## src/tti_pkg.sv

```systemverilog
`timescale 1ns / 1ps
// ---------------------------------------------------------------------------
// tti_pkg: shared definitions for the text to integer converter
// Field widths, register indexes, character codes and the status bundle
// passed from the configuration block to the parser, and character class tests.
// ---------------------------------------------------------------------------
package tti_pkg;

	localparam int CH_W         = 8;
	localparam int VALUE_W      = 32;
	localparam int BASE_LEN_W   = 5;
	localparam int CFG_IDX_W    = 2;
	localparam int CFG_DATA_W   = 64;
	localparam int ALPHA_BYTES  = CFG_DATA_W / CH_W;
	localparam int MAX_BASE_DEF = 16;

	typedef enum logic [CFG_IDX_W-1:0] {
		CFG_DIGITS_LOW  = 2'd0,
		CFG_DIGITS_HIGH = 2'd1,
		CFG_BASE_LENGTH = 2'd2
	} cfg_idx_t;

	localparam logic [CH_W-1:0] CH_NUL   = 8'h00;
	localparam logic [CH_W-1:0] CH_TAB   = 8'h09;
	localparam logic [CH_W-1:0] CH_CR    = 8'h0D;
	localparam logic [CH_W-1:0] CH_SPACE = 8'h20;
	localparam logic [CH_W-1:0] CH_PLUS  = 8'h2B;
	localparam logic [CH_W-1:0] CH_MINUS = 8'h2D;

	typedef struct packed {
		logic [BASE_LEN_W-1:0] radix;
		logic                  ok;
	} alpha_stat_t;

	function automatic logic is_space(input logic [CH_W-1:0] c);
		return ((c >= CH_TAB) && (c <= CH_CR)) || (c == CH_SPACE);
	endfunction

	function automatic logic is_sign(input logic [CH_W-1:0] c);
		return (c == CH_PLUS) || (c == CH_MINUS);
	endfunction

endpackage

```

## src/tti_ch_if.sv

```systemverilog
`timescale 1ns / 1ps
// ---------------------------------------------------------------------------
// tti_ch_if: character channel
// One character per beat with a valid and ready handshake.
// ---------------------------------------------------------------------------
interface tti_ch_if import tti_pkg::*; ();
	logic            valid;
	logic            ready;
	logic [CH_W-1:0] ch;

	modport source (output valid, ch, input ready);
	modport sink   (input valid, ch, output ready);
endinterface

```

## src/tti_res_if.sv

```systemverilog
`timescale 1ns / 1ps
// ---------------------------------------------------------------------------
// tti_res_if: result channel
// One parsed integer and the alphabet status per beat.
// ---------------------------------------------------------------------------
interface tti_res_if import tti_pkg::*; ();
	logic                      valid;
	logic                      ready;
	logic signed [VALUE_W-1:0] value;
	logic                      base_ok;

	modport source (output valid, value, base_ok, input ready);
	modport sink   (input valid, value, base_ok, output ready);
endinterface

```

## src/tti_cfg_if.sv

```systemverilog
`timescale 1ns / 1ps
// ---------------------------------------------------------------------------
// tti_cfg_if: configuration write channel
// A register index and its write data per beat.
// ---------------------------------------------------------------------------
interface tti_cfg_if import tti_pkg::*; ();
	logic                  valid;
	logic                  ready;
	logic [CFG_IDX_W-1:0]  index;
	logic [CFG_DATA_W-1:0] data;

	modport source (output valid, index, data, input ready);
	modport sink   (input valid, index, data, output ready);
endinterface

```

## src/tti_cfg.sv

```systemverilog
`timescale 1ns / 1ps
// ---------------------------------------------------------------------------
// tti_cfg: alphabet registers and validity check
// Holds the digit alphabet and the radix, and registers whether the
// alphabet in use is a legal one.
// ---------------------------------------------------------------------------
module tti_cfg import tti_pkg::*; #(
	parameter int MAX_BASE = MAX_BASE_DEF
) (
	input  logic                         clk,
	input  logic                         arst_n,
	tti_cfg_if.sink                      cfg,
	output logic [MAX_BASE-1:0][CH_W-1:0] alpha,
	output alpha_stat_t                  stat
);

	localparam int LOW_N  = (MAX_BASE < ALPHA_BYTES) ? MAX_BASE : ALPHA_BYTES;
	localparam int HIGH_N = MAX_BASE - LOW_N;

	logic [MAX_BASE-1:0][CH_W-1:0] alpha_q;
	logic [BASE_LEN_W-1:0]         radix_q;
	logic                          ok_q;
	logic                          ok_c;

	assign cfg.ready = 1'b1;

	always_ff @(posedge clk or negedge arst_n) begin
		if (!arst_n) begin
			alpha_q <= '0;
			radix_q <= '0;
			ok_q    <= 1'b0;
		end else begin
			ok_q <= ok_c;
			if (cfg.valid) begin
				unique case (cfg_idx_t'(cfg.index))
					CFG_DIGITS_LOW: begin
						for (int k = 0; k < LOW_N; k++)
							alpha_q[k] <= cfg.data[CH_W*k +: CH_W];
					end
					CFG_DIGITS_HIGH: begin
						for (int k = 0; k < HIGH_N; k++)
							alpha_q[LOW_N+k] <= cfg.data[CH_W*k +: CH_W];
					end
					CFG_BASE_LENGTH: begin
						radix_q <= cfg.data[BASE_LEN_W-1:0];
					end
					default: begin
					end
				endcase
			end
		end
	end

	// Each digit in use must be unique and not NUL, a sign or whitespace.
	always_comb begin
		ok_c = (radix_q >= BASE_LEN_W'(2)) && (radix_q <= BASE_LEN_W'(MAX_BASE));
		for (int i = 0; i < MAX_BASE; i++) begin
			if (BASE_LEN_W'(i) < radix_q) begin
				if ((alpha_q[i] == CH_NUL) || is_sign(alpha_q[i]) || is_space(alpha_q[i]))
					ok_c = 1'b0;
				for (int j = i + 1; j < MAX_BASE; j++) begin
					if ((BASE_LEN_W'(j) < radix_q) && (alpha_q[j] == alpha_q[i]))
						ok_c = 1'b0;
				end
			end
		end
	end

	assign alpha      = alpha_q;
	assign stat.radix = radix_q;
	assign stat.ok    = ok_q;

endmodule

```

## src/tti_parse.sv

```systemverilog
`timescale 1ns / 1ps
// ---------------------------------------------------------------------------
// tti_parse: character register, parser state and result register
// Each registered character may update the phase, sign and accumulator when it is consumed;
// the terminator loads the result register.
// ---------------------------------------------------------------------------
module tti_parse import tti_pkg::*; #(
	parameter int MAX_BASE = MAX_BASE_DEF
) (
	input  logic                          clk,
	input  logic                          arst_n,
	tti_ch_if.sink                        chars,
	tti_res_if.source                     result,
	input  logic [MAX_BASE-1:0][CH_W-1:0] alpha,
	input  alpha_stat_t                   stat
);

	localparam int IDX_W = $clog2(MAX_BASE);

	typedef enum logic [1:0] {
		PH_SPACE,
		PH_SIGN,
		PH_DIGITS,
		PH_STOP
	} phase_t;

	logic                      valid_s1;
	logic [CH_W-1:0]           ch_s1;
	phase_t                    phase_q;
	logic                      neg_q;
	logic [VALUE_W-1:0]        acc_q;
	logic                      out_valid_q;
	logic signed [VALUE_W-1:0] out_value_q;
	logic                      out_ok_q;

	logic                      out_free;
	logic                      is_term;
	logic                      s1_fire;
	logic [MAX_BASE-1:0]       match;
	logic                      hit;
	logic [IDX_W-1:0]          idx;
	logic [VALUE_W-1:0]        digit;
	logic [VALUE_W-1:0]        term;
	logic [VALUE_W-1:0]        prod;
	logic [VALUE_W-1:0]        mac;

	assign out_free    = !out_valid_q || result.ready;
	assign is_term     = (ch_s1 == CH_NUL);
	// Only a terminator needs room in the result register.
	assign s1_fire     = valid_s1 && (!is_term || out_free);
	assign chars.ready = !valid_s1 || s1_fire;

	always_comb begin
		for (int k = 0; k < MAX_BASE; k++)
			match[k] = (BASE_LEN_W'(k) < stat.radix) && (alpha[k] == ch_s1);
	end

	// The lowest matching position wins when the alphabet repeats a character.
	always_comb begin
		idx = '0;
		for (int k = MAX_BASE - 1; k >= 0; k--) begin
			if (match[k])
				idx = IDX_W'(k);
		end
	end

	assign hit   = |match;
	assign digit = VALUE_W'(idx);
	assign term  = neg_q ? (VALUE_W'(0) - digit) : digit;
	assign prod  = acc_q * VALUE_W'(stat.radix);
	assign mac   = prod + term;

	always_ff @(posedge clk or negedge arst_n) begin
		if (!arst_n) begin
			valid_s1    <= 1'b0;
			ch_s1       <= '0;
			phase_q     <= PH_SPACE;
			neg_q       <= 1'b0;
			acc_q       <= '0;
			out_valid_q <= 1'b0;
			out_value_q <= '0;
			out_ok_q    <= 1'b0;
		end else begin
			if (chars.ready) begin
				valid_s1 <= chars.valid;
				ch_s1    <= chars.ch;
			end
			if (result.ready)
				out_valid_q <= 1'b0;
			if (s1_fire) begin
				if (is_term) begin
					out_valid_q <= 1'b1;
					out_value_q <= stat.ok ? $signed(acc_q) : '0;
					out_ok_q    <= stat.ok;
					phase_q     <= PH_SPACE;
					neg_q       <= 1'b0;
					acc_q       <= '0;
				end else if (!((phase_q == PH_SPACE) && is_space(ch_s1))) begin
					if (((phase_q == PH_SPACE) || (phase_q == PH_SIGN)) && is_sign(ch_s1)) begin
						if (ch_s1 == CH_MINUS)
							neg_q <= !neg_q;
						phase_q <= PH_SIGN;
					end else if (phase_q != PH_STOP) begin
						if (hit) begin
							acc_q   <= mac;
							phase_q <= PH_DIGITS;
						end else begin
							phase_q <= PH_STOP;
						end
					end
				end
			end
		end
	end

	assign result.valid   = out_valid_q;
	assign result.value   = out_value_q;
	assign result.base_ok = out_ok_q;

endmodule

```

## src/text_to_integer_any_base_top.sv

```systemverilog
`timescale 1ns / 1ps
// ---------------------------------------------------------------------------
// text_to_integer_any_base_top: streaming string to integer converter
// Parses a character stream against a configurable digit alphabet and
// returns one signed 32-bit value per zero-terminated string.
// ---------------------------------------------------------------------------
// Usage:
// Characters arrive one per beat on the chars channel. Leading whitespace is
// skipped, a run of plus and minus signs sets the sign, and alphabet
// characters are accumulated in the configured radix with 32-bit wrap. The
// first character outside the alphabet freezes the value. A zero character
// ends the string and produces one beat on the result channel; no other
// character produces a result.
// The cfg channel writes the alphabet (digits_low, digits_high) and the
// radix (base_length); it is always ready. The user must write it only while
// idle; the block itself does not enforce this.
// One character is accepted every cycle: the character register feeds a
// parallel compare, multiply and add into the accumulator. When the receiver
// stalls, the result register holds its beat and characters still flow until
// a second terminator meets the full result register.
// Reset clears the parser state, the result register and all configuration
// registers, so the alphabet reads as invalid until it is written.
// ---------------------------------------------------------------------------
module text_to_integer_any_base_top import tti_pkg::*; #(
	parameter int MAX_BASE = MAX_BASE_DEF
) (
	input  logic       clk,
	input  logic       arst_n,
	tti_ch_if.sink     chars,
	tti_res_if.source  result,
	tti_cfg_if.sink    cfg
);

	logic [MAX_BASE-1:0][CH_W-1:0] alpha;
	alpha_stat_t                   stat;

	tti_cfg #(
		.MAX_BASE (MAX_BASE)
	) u_cfg (
		.clk    (clk),
		.arst_n (arst_n),
		.cfg    (cfg),
		.alpha  (alpha),
		.stat   (stat)
	);

	tti_parse #(
		.MAX_BASE (MAX_BASE)
	) u_parse (
		.clk    (clk),
		.arst_n (arst_n),
		.chars  (chars),
		.result (result),
		.alpha  (alpha),
		.stat   (stat)
	);

	// With the result register empty, nothing may hold back the character stream.
	a_ready_when_out_empty: assert property (@(posedge clk) disable iff (!arst_n)
		!result.valid |-> chars.ready)
		else $error("character channel stalled with an empty result register");

	a_invalid_gives_zero: assert property (@(posedge clk) disable iff (!arst_n)
		(result.valid && !result.base_ok) |-> (result.value == '0))
		else $error("invalid alphabet produced a non-zero value");

	// The registered check must agree with the radix it was computed from.
	a_ok_radix_range: assert property (@(posedge clk) disable iff (!arst_n)
		stat.ok |-> (($past(stat.radix) >= BASE_LEN_W'(2)) &&
			($past(stat.radix) <= BASE_LEN_W'(MAX_BASE))))
		else $error("alphabet flagged valid with an out-of-range radix");

endmodule

```

## src/flat_wrapper.sv

```systemverilog
// flat-port wrapper written by rule: the top's interface ports become plain ports
module text_to_integer_any_base_top_flat import tti_pkg::*;
#(
	parameter int MAX_BASE = MAX_BASE_DEF
)
  (clk, arst_n, chars_valid, chars_ch, chars_ready, result_valid, result_value, result_base_ok, result_ready, cfg_valid, cfg_index, cfg_data, cfg_ready);
  tti_ch_if chars_i ();
  tti_res_if result_i ();
  tti_cfg_if cfg_i ();
  input  logic clk;
  input  logic arst_n;
  input wire logic [$bits(chars_i.valid)-1:0] chars_valid;
  input wire logic [$bits(chars_i.ch)-1:0] chars_ch;
  output wire logic [$bits(chars_i.ready)-1:0] chars_ready;
  output wire logic [$bits(result_i.valid)-1:0] result_valid;
  output wire logic [$bits(result_i.value)-1:0] result_value;
  output wire logic [$bits(result_i.base_ok)-1:0] result_base_ok;
  input wire logic [$bits(result_i.ready)-1:0] result_ready;
  input wire logic [$bits(cfg_i.valid)-1:0] cfg_valid;
  input wire logic [$bits(cfg_i.index)-1:0] cfg_index;
  input wire logic [$bits(cfg_i.data)-1:0] cfg_data;
  output wire logic [$bits(cfg_i.ready)-1:0] cfg_ready;
  assign chars_i.valid = chars_valid;
  assign chars_i.ch = chars_ch;
  assign chars_ready = chars_i.ready;
  assign result_valid = result_i.valid;
  assign result_value = result_i.value;
  assign result_base_ok = result_i.base_ok;
  assign result_i.ready = result_ready;
  assign cfg_i.valid = cfg_valid;
  assign cfg_i.index = cfg_index;
  assign cfg_i.data = cfg_data;
  assign cfg_ready = cfg_i.ready;
  text_to_integer_any_base_top #(.MAX_BASE(MAX_BASE)) u_core (.clk(clk), .arst_n(arst_n), .chars(chars_i), .result(result_i), .cfg(cfg_i));
endmodule
```

## config.mk

```make
export PLATFORM = sky130hd
export DESIGN_NAME = text_to_integer_any_base_top_flat
export DESIGN_NICKNAME = d
export VERILOG_FILES = /design/src/tti_pkg.sv /design/src/tti_ch_if.sv /design/src/tti_res_if.sv /design/src/tti_cfg_if.sv /design/src/tti_cfg.sv /design/src/tti_parse.sv /design/src/text_to_integer_any_base_top.sv /design/src/flat_wrapper.sv
export SDC_FILE = /design/constraint.sdc
export NUM_CORES = 2
export LEC_CHECK = 0
export ABC_AREA = 1
export BUFFER_PORTS_ARGS = -buffer_cell sky130_fd_sc_hd__buf_2
export CORE_ASPECT_RATIO = 0.5
export CORE_UTILIZATION = 38
export CTS_CLUSTER_SIZE = 14
export DETAILED_ROUTE_END_ITERATION = 10
export PLACE_DENSITY = 0.55
export SLEW_MARGIN = 30
export SYNTH_ARGS = -nofsm -noshare
export SYNTH_HDL_FRONTEND = slang
export SYNTH_SLANG_ARGS = --single-unit
export TNS_END_PERCENT = 10
```

## constraint.sdc

```tcl
create_clock -name clk -period 13.1 [get_ports clk]
set_clock_uncertainty 0.1 [all_clocks]
set_input_delay 0 -clock clk [delete_from_list [all_inputs] [get_ports clk]]
set_output_delay 0 -clock clk [all_outputs]
set_load 0.02 [all_outputs]
```

== Yosys cells after proc, flatten, opt, wreduce, memory -nomap -nowiden ==
Index checks and enable logic that the tools add are counted.

* Output and inout bits: 36
* Register bits: 212
* Input bits: 79
* Word-level logic and storage cells: 724

* Magnitude comparators: 52
* Mux-type cells: 187
* Reduce and logical (&&, ||, !) cells: 263
* $add $sub $neg: 2
* Equal/unequal tests: 193
* Multipliers: 1

{| class="wikitable"
|+ Operators with widths
! kind !! number
|-
| $eq A8 B8 Y1 || 136
|-
| $eq A8 B6 Y1 const B || 51
|-
| $mux W32 || 7
|-
| $mux W1 || 160
|-
| $logic_and A1 B1 Y1 || 157
|-
| $ge A8 B4 Y1 const B || 17
|-
| $le A8 B4 Y1 const B || 17
|-
| $logic_not A8 Y1 || 17
|-
| $logic_or A1 B1 Y1 || 70
|-
| $mux W4 || 16
|-
| $lt A4 B5 Y1 const A || 8
|-
| $add A32 B32 Y32 || 1
|-
| $mul A32 B5 Y32 || 1
|-
| $lt A3 B5 Y1 const A || 4
|-
| $reduce_or A16 Y1 || 1
|-
| $lt A1 B5 Y1 const A || 2
|-
| $lt A2 B5 Y1 const A || 2
|-
| $mux W2 || 4
|-
| $reduce_and A2 Y1 || 4
|-
| $reduce_bool A2 Y1 || 4
|-
| $ne A2 B2 Y1 const B || 3
|-
| $ge A5 B2 Y1 const B || 1
|-
| $le A5 B5 Y1 const B || 1
|-
| $reduce_and A5 Y1 || 1
|-
| 8 further kinds || 13
|}

== Logic depth before layout (Yosys ltp) ==
* Depth after elaboration: 156
* Mapped depth: 50
* Gate-level depth less buffers: 48

== Hierarchy ==
Synthesis repeated with hierarchy kept, for this count alone.

* Cells, all modules: 5,114
* Area, all modules: 30,568.1 sq um

{| class="wikitable"
|+ Modules (own cells, without submodules)
! module !! instances !! area each (sq um) !! cells each !! seq. area each (sq um)
|-
| tti_cfg || 1 || 19,990.4 || 3,664 || 3,353.2
|-
| tti_parse || 1 || 10,577.6 || 1,450 || 1,951.9
|}

== Least setup slack after synthesis ==
Ideal clock, no wire load.

* Path kind: flip-flop to flip-flop
* From: reg u_core.u_parse.ch_s1[1]
* To: reg u_core.u_parse.acc_q[31]
* Stages on the path, launching flop included: 47
* Buffers on the path: 2
* Slack: 6.911 ns
* Library setup time: 0.117 ns
* Data arrival time: 5.972 ns
* Clock period less this slack: 6.189 ns
* Required time: 12.883 ns
* Cells stage by stage: dfrtp_1 -> buf_4 -> inv_2 -> buf_4 -> nand2_1 -> nand2_1 -> nand2_1 -> nor2_1 -> nand3_1 -> nand2_1 -> nand2_1 -> nand2_1 -> nand2_1 -> nand2_1 -> nand2_1 -> nand2_1 -> nand2_1 -> nand2_1 -> (+11 left out) -> inv_1 -> fa_1 -> fa_1 -> inv_1 -> ha_1 -> nand3_1 -> nand2_1 -> nand2_1 -> nand2_1 -> a21oi_1 -> o21ai_0 -> a21oi_1 -> o31ai_1 -> nand3_1 -> nand2_1 -> nand2_1 -> nand3_1 -> nand2_1

* Cells in the longest elaborated chain, start to end: 26
* Elaborated cells on any way between the ends: 76
* Classes of those cells: add/sub (2); order compare (2); eq/ne (21); mux (22); reduce/logical (29)

{| class="wikitable"
|+ Ends and longest elaborated chain
! what !! RTL line !! RTL
|-
| from (decl) || tti_parse.sv:28 || <nowiki>logic [CH_W-1:0] ch_s1;</nowiki>
|-
| from (signal assigned) || tti_parse.sv:86 || <nowiki>ch_s1 <= chars.ch;</nowiki>
|-
| $eq A8 B8 Y1 || tti_parse.sv:55 || <nowiki>match[k] = (BASE_LEN_W'(k) < stat.radix) && (alpha[k] == ch_s1);</nowiki>
|-
| $logic_and A1 B1 Y1 || tti_parse.sv:55 ||
|-
| $mux W4 (16 in series) || tti_parse.sv:62 || <nowiki>if (match[k])</nowiki>
|-
| $sub A1 B4 Y5 || tti_parse.sv:69 || <nowiki>assign term = neg_q ? (VALUE_W'(0) - digit) : digit;</nowiki>
|-
| $mux W32 || tti_parse.sv:69 ||
|-
| $add A32 B32 Y32 || tti_parse.sv:71 || <nowiki>assign mac = prod + term;</nowiki>
|-
| $mux W32 || tti_parse.sv:104 || <nowiki>if (hit) begin</nowiki>
|-
| $mux W32 || tti_parse.sv:103 || <nowiki>end else if (phase_q != PH_STOP) begin</nowiki>
|-
| $mux W32 || tti_parse.sv:99 || <nowiki>if (((phase_q == PH_SPACE) || (phase_q == PH_SIGN)) && is_sign(ch_s1)) begin</nowiki>
|-
| $mux W32 || tti_parse.sv:98 || <nowiki>end else if (!((phase_q == PH_SPACE) && is_space(ch_s1))) begin</nowiki>
|-
| $mux W32 || tti_parse.sv:91 || <nowiki>if (is_term) begin</nowiki>
|-
| to (signal assigned) || tti_parse.sv:105 || <nowiki>acc_q <= mac;</nowiki>
|-
| to (decl) || tti_parse.sv:31 || <nowiki>logic [VALUE_W-1:0] acc_q;</nowiki>
|}

Parallel ways exist; a longest one is shown, timed or not. The select of a mux whose other input is x is not followed.
A chain may end at the register's enable or synchronous reset.

== Worst setup path in the final report ==
* From: reg u_core.u_cfg.radix_q[4]
* To: reg u_core.u_parse.acc_q[27]

* Cells in the longest elaborated chain, start to end: 26
* Elaborated cells on any way between the ends: 60
* Classes of those cells: add/sub (2); mul (1); order compare (16); mux (22); reduce/logical (19)

{| class="wikitable"
|+ Ends and longest elaborated chain
! what !! RTL line !! RTL
|-
| from (decl) || tti_cfg.sv:21 || <nowiki>logic [BASE_LEN_W-1:0] radix_q;</nowiki>
|-
| from (signal assigned) || tti_cfg.sv:45 || <nowiki>radix_q <= cfg.data[BASE_LEN_W-1:0];</nowiki>
|-
| $lt A4 B5 Y1 || tti_parse.sv:55 ||
|-
| $logic_and A1 B1 Y1 || tti_parse.sv:55 ||
|-
| $mux W4 (16 in series) || tti_parse.sv:62 ||
|-
| $sub A1 B4 Y5 || tti_parse.sv:69 ||
|-
| $mux W32 || tti_parse.sv:69 ||
|-
| $add A32 B32 Y32 || tti_parse.sv:71 ||
|-
| $mux W32 || tti_parse.sv:104 ||
|-
| $mux W32 || tti_parse.sv:103 ||
|-
| $mux W32 || tti_parse.sv:99 ||
|-
| $mux W32 || tti_parse.sv:98 ||
|-
| $mux W32 || tti_parse.sv:91 ||
|}

Parallel ways exist; a longest one is shown, timed or not. The select of a mux whose other input is x is not followed.

==> impl_summary.txt <==
----------------------------------------------------
[Run status]
  Run status ... completed

[Clock tree]
  CTS tree ... done
  H-tree levels ... 1
  Post-CTS Setup Bufs ... 0
  Clock sink count ... 212
  Cells resized by post-CTS repair ... 0
  Clk_lat worst skew ... 0.67 ns
  Root buf cell ... sky130_fd_sc_hd__clkbuf_16
  Clock buffer count from CTS ... 25
  Register clock-pin slew on the reported worst setup and hold paths ... 0.09 ns
  Number of buffers on the longest clock path ... 3

[Critical path]
  Kind of start point of the critical path ... register
  Count of cell instances traversed by the critical path ... 43
  CP Class ... reg2reg
  Worst path slowest cell ... sky130_fd_sc_hd__nor2_4
  Start point of the critical path ... u_core.u_cfg.radix_q[4]$_DFFE_PN0P_
  Critical path's largest stage delay ... 0.58 ns
  Highest fanout seen on the critical path ... 29
  Buffering stage count on the worst path with inverters included ... 5
  Number of cells traversed by the worst register-to-register path ... 43
  Worst Path Required ... 13.54 ns
  Critical Path AT ... 8.55 ns
  Crit-path most repeated cell ... sky130_fd_sc_hd__nand2_1
  Reg2Reg Launch Point ... u_core.u_cfg.radix_q[4]$_DFFE_PN0P_
  Critical path capture point type ... register
  Top cell family by delay on the critical path ... simple AND/OR/NAND/NOR gates

[Place]
  Post-place setup slack ... 5.19 ns
  Post-Place Cell Area ... 0.0296 mm²
  Detailed placer's ending HPWL ... 107000 µm
  Placer's final routability congestion estimate ... 1.10
  Number of buffers inserted by port buffering ... 113

[STA]
  Unrepaired setup endpoints after global routing ... no
  Highest clock frequency the design can meet ... 0.123 GHz
  Final hold slack ... 0.0485 ns
  Post-route fraction of the period consumed by the critical path ... 62.0%
  Worst path setup slack after routing ... 4.98 ns
  Relative slew slack ... 23.1%
  Minimum period implied by the final worst setup slack ... 8.12 ns
  Pins Over Slew Limit ... 0
  Worst Tran Pin Value ... 1.15 ns
  Setup total negative slack ... 0 ns
  Total of endpoints with negative setup slack in the final report ... 0
  Final Hold Viols ... 0

[Logic synthesis]
  Synthesized Nets ... 4198
  Share of synthesized registers carrying an async set or reset ... 100%
  Gate count after technology mapping ... 3970
  Fraction of the yosys area taken by sequential cells ... 18.8%
  Post-synth design cell area ... 0.0283 mm²
  Synth Warn # ... 0
  Register bit count reported by yosys ... 212
  Number of flops mapped to enable cells by yosys ... 0
  Post-synth top flop ... sky130_fd_sc_hd__dfrtp_1
  Count of distinct cell types in the synthesized netlist ... 66
  Average instance area after synthesis ... 7.12 µm²

[Die]
  # rows ... 70
  Initial Util ... 38.6%
  Chip Width ... 388 µm
  Core area ... 0.0733 mm²
  Die footprint ... 0.0756 mm²
  Top Ports ... 115
  Die span in y ... 195 µm

[Drt]
  Count of vias placed by the detailed router ... 31173
  Antenna Violating Nets Remaining ... 0
  Routed length on met2 ... 61100 µm
  1st-iter DRT viols ... 4970
  Top layer reached by signal wires ... met5
  Routed wl met3 ... 24000 µm
  Mean routed wirelength per cell ... 32.3 µm
  Metal1 wirelength ... 67400 µm
  Number of search-and-repair iterations in the first detailed-routing pass ... 8
  Count of unresolved DRC violations after routing ... 0
  Final wirelength ... 162000 µm
  Mean number of vias per cell ... 6.22

[Run]
  Max-cap violations ... 0

[GRT]
  Global-route wire length before repair ... 226000 µm
  Number of global-route vias before repair ... 29254
  Maximum number of pins on one net before global-route repair ... 87
  Global-route usage over all layers ... 41.9%
  Leftover overflow at the end of global routing ... 0
  Number of antenna violations at the first check in global routing ... 4

[Worst hold path]
  Hold Path Stages ... 4
  Worst hold path class ... in2reg
  Startpoint of the most critical hold path ... cfg_data[62]

[Cells and area]
  Leading cell type in the layout, fill and taps excluded ... sky130_fd_sc_hd__nand2_1
  Utilization after layout ... 42.8%
  Post-route cell area ... 0.0314 mm²
  Leading cell types in the layout, fill and taps excluded ... sky130_fd_sc_hd__nand2_1, sky130_fd_sc_hd__xor2_1, sky130_fd_sc_hd__inv_1
  Synthesis-to-layout area growth ... 11.1%
  Proportion of layout cells with a drive suffix above 1 ... 10.0%
  Number of nets in the finished design ... 4240

[Power]
  Power density over the cells ... 216 mW/mm²
  Leak Pwr ... 14.8 nW
  IR drop worst, VDD ... 225 µV

----------------------------------------------------
-- per-layer routing --
metal / vias to the layer above / global-route usage, %
li1: 12988 / -
met1: 15179 / 56.8
met2: 2391 / 56.7
met3: 609 / 18.2
met4: 6 / 18.9
met5: - / 0.690
-- worst paths after layout --
path,slack [ns],to
min in group asynchronous,0.46,u_core.u_cfg.alpha[18]$_DFFE_PN0P_
worst min register to register,0.37,u_core.u_parse.result.base_ok$_DFFE_PN0P_
worst max register to register,4.98,u_core.u_parse.acc_q[27]$_DFFE_PN0P_
max in group asynchronous,11.66,u_core.u_cfg.alpha[62]$_DFFE_PN0P_
worst min-delay path,0.05,u_core.u_cfg.alpha[126]$_DFFE_PN0P_
worst max-delay path,4.98,u_core.u_parse.acc_q[27]$_DFFE_PN0P_
-- registers in the layout (all words and copies together), names as in the netlist --
name                           flops
u_core.u_parse.ch_s1               8
u_core.u_cfg.alpha               128
u_core.u_parse.neg_q               1
u_core.u_cfg.radix_q               5
u_core.u_parse.acc_q              32
u_core.u_parse.result.valid        1
u_core.u_parse.result.base_ok      1
u_core.u_cfg.ok_q                  1
u_core.u_parse.result.value       32
u_core.u_parse.valid_s1            1
u_core.u_parse.phase_q             2
-- cells by family after synthesis --
family | synth area share, %
AO/OA/AOI/OAI | 12.8
XOR/XNOR | 23.3
adder cells (fa/ha/maj) | 9.59
buffers and inverters | 11.5
flip-flops | 18.8
other | 0.0133
AND/OR/NAND/NOR | 24.0
-- synth_stat cells, types with 5 or more instances --
| cell type | n | area share [%] |
|---|---|---|
| sky130_fd_sc_hd__buf_1 | 64 | 0.85 |
| sky130_fd_sc_hd__nand4_1 | 141 | 3.1 |
| sky130_fd_sc_hd__o221ai_1 | 7 | 0.22 |
| sky130_fd_sc_hd__nor3_1 | 71 | 1.3 |
| sky130_fd_sc_hd__o2111ai_1 | 22 | 0.68 |
| sky130_fd_sc_hd__or2_2 | 5 | 0.11 |
| sky130_fd_sc_hd__inv_1 | 378 | 5.0 |
| sky130_fd_sc_hd__nor2_1 | 141 | 1.9 |
| sky130_fd_sc_hd__a31oi_1 | 13 | 0.29 |
| sky130_fd_sc_hd__nand2_1 | 908 | 12 |
| sky130_fd_sc_hd__o31ai_1 | 8 | 0.21 |
| sky130_fd_sc_hd__xnor2_1 | 229 | 7.1 |
| sky130_fd_sc_hd__fa_1 | 113 | 8.0 |
| sky130_fd_sc_hd__clkbuf_1 | 87 | 1.2 |
| sky130_fd_sc_hd__o22ai_1 | 72 | 1.6 |
| sky130_fd_sc_hd__nor4_1 | 111 | 2.5 |
| sky130_fd_sc_hd__xor2_1 | 523 | 16 |
| sky130_fd_sc_hd__o21ai_0 | 215 | 3.8 |
| sky130_fd_sc_hd__buf_2 | 165 | 2.9 |
| sky130_fd_sc_hd__nand3_1 | 116 | 2.1 |
| sky130_fd_sc_hd__o22ai_2 | 20 | 0.89 |
| sky130_fd_sc_hd__dfrtp_1 | 212 | 19 |
| sky130_fd_sc_hd__o21ai_1 | 10 | 0.18 |
| sky130_fd_sc_hd__a21oi_1 | 103 | 1.8 |
| sky130_fd_sc_hd__o21ai_2 | 5 | 0.15 |
| sky130_fd_sc_hd__nand2_2 | 6 | 0.13 |
| sky130_fd_sc_hd__a221oi_1 | 22 | 0.68 |
| sky130_fd_sc_hd__nor2_2 | 5 | 0.11 |
| sky130_fd_sc_hd__inv_2 | 16 | 0.21 |
| sky130_fd_sc_hd__buf_6 | 17 | 0.68 |
| sky130_fd_sc_hd__a211oi_1 | 8 | 0.21 |
| sky130_fd_sc_hd__a311oi_1 | 5 | 0.15 |
| sky130_fd_sc_hd__ha_1 | 36 | 1.6 |
| sky130_fd_sc_hd__o211ai_1 | 8 | 0.21 |
| sky130_fd_sc_hd__o41ai_1 | 13 | 0.40 |
| sky130_fd_sc_hd__buf_4 | 19 | 0.50 |
| sky130_fd_sc_hd__clkinv_1 | 9 | 0.12 |
| sky130_fd_sc_hd__a2111oi_0 | 17 | 0.53 |
-- where the power goes --
part,internal [mW],switching (mW)
clock,0.414,0.361
sequential,0.770,0.162
combinational,1.73,3.34
total,2.91,3.86
-- layout make-up --
class                           count  area, µm²
Fill cell                        7563      41900
Multi-Input combinational cell   3000      19700
Sequential cell                   212       5310
Timing Repair Buffer              367       2740
Inverter                          406       1540
Tap cell                          972       1220
Clock buffer                       31        678
Clock inverter                     15        168
Antenna cell                        6       15.0
-- worst register-to-register path, delay by kind of cell, from the launching register on --
kind	cells	cell delay [ns]
adder cells (fa/ha/maj)	5	2.05
flip-flops	1	0.54
buffers and inverters	5	0.90
AND/OR/NAND/NOR	27	2.77
AO/OA/AOI/OAI	6	1.70
-- stage by stage --
stage               total power, mW  instances
floorplan                      4.34       3970
global placement               5.75       4864
detailed placement             5.76       4864
CTS                            6.61       5003
global route                   7.22       5003
finish                         6.77       5009
-- what timing repair did --
action	in CTS	in global routing
setup endpoints to repair	0	0
hold endpoints to repair	229	0
hold buffers	93	0
Power figures use the tool's default switching activity.
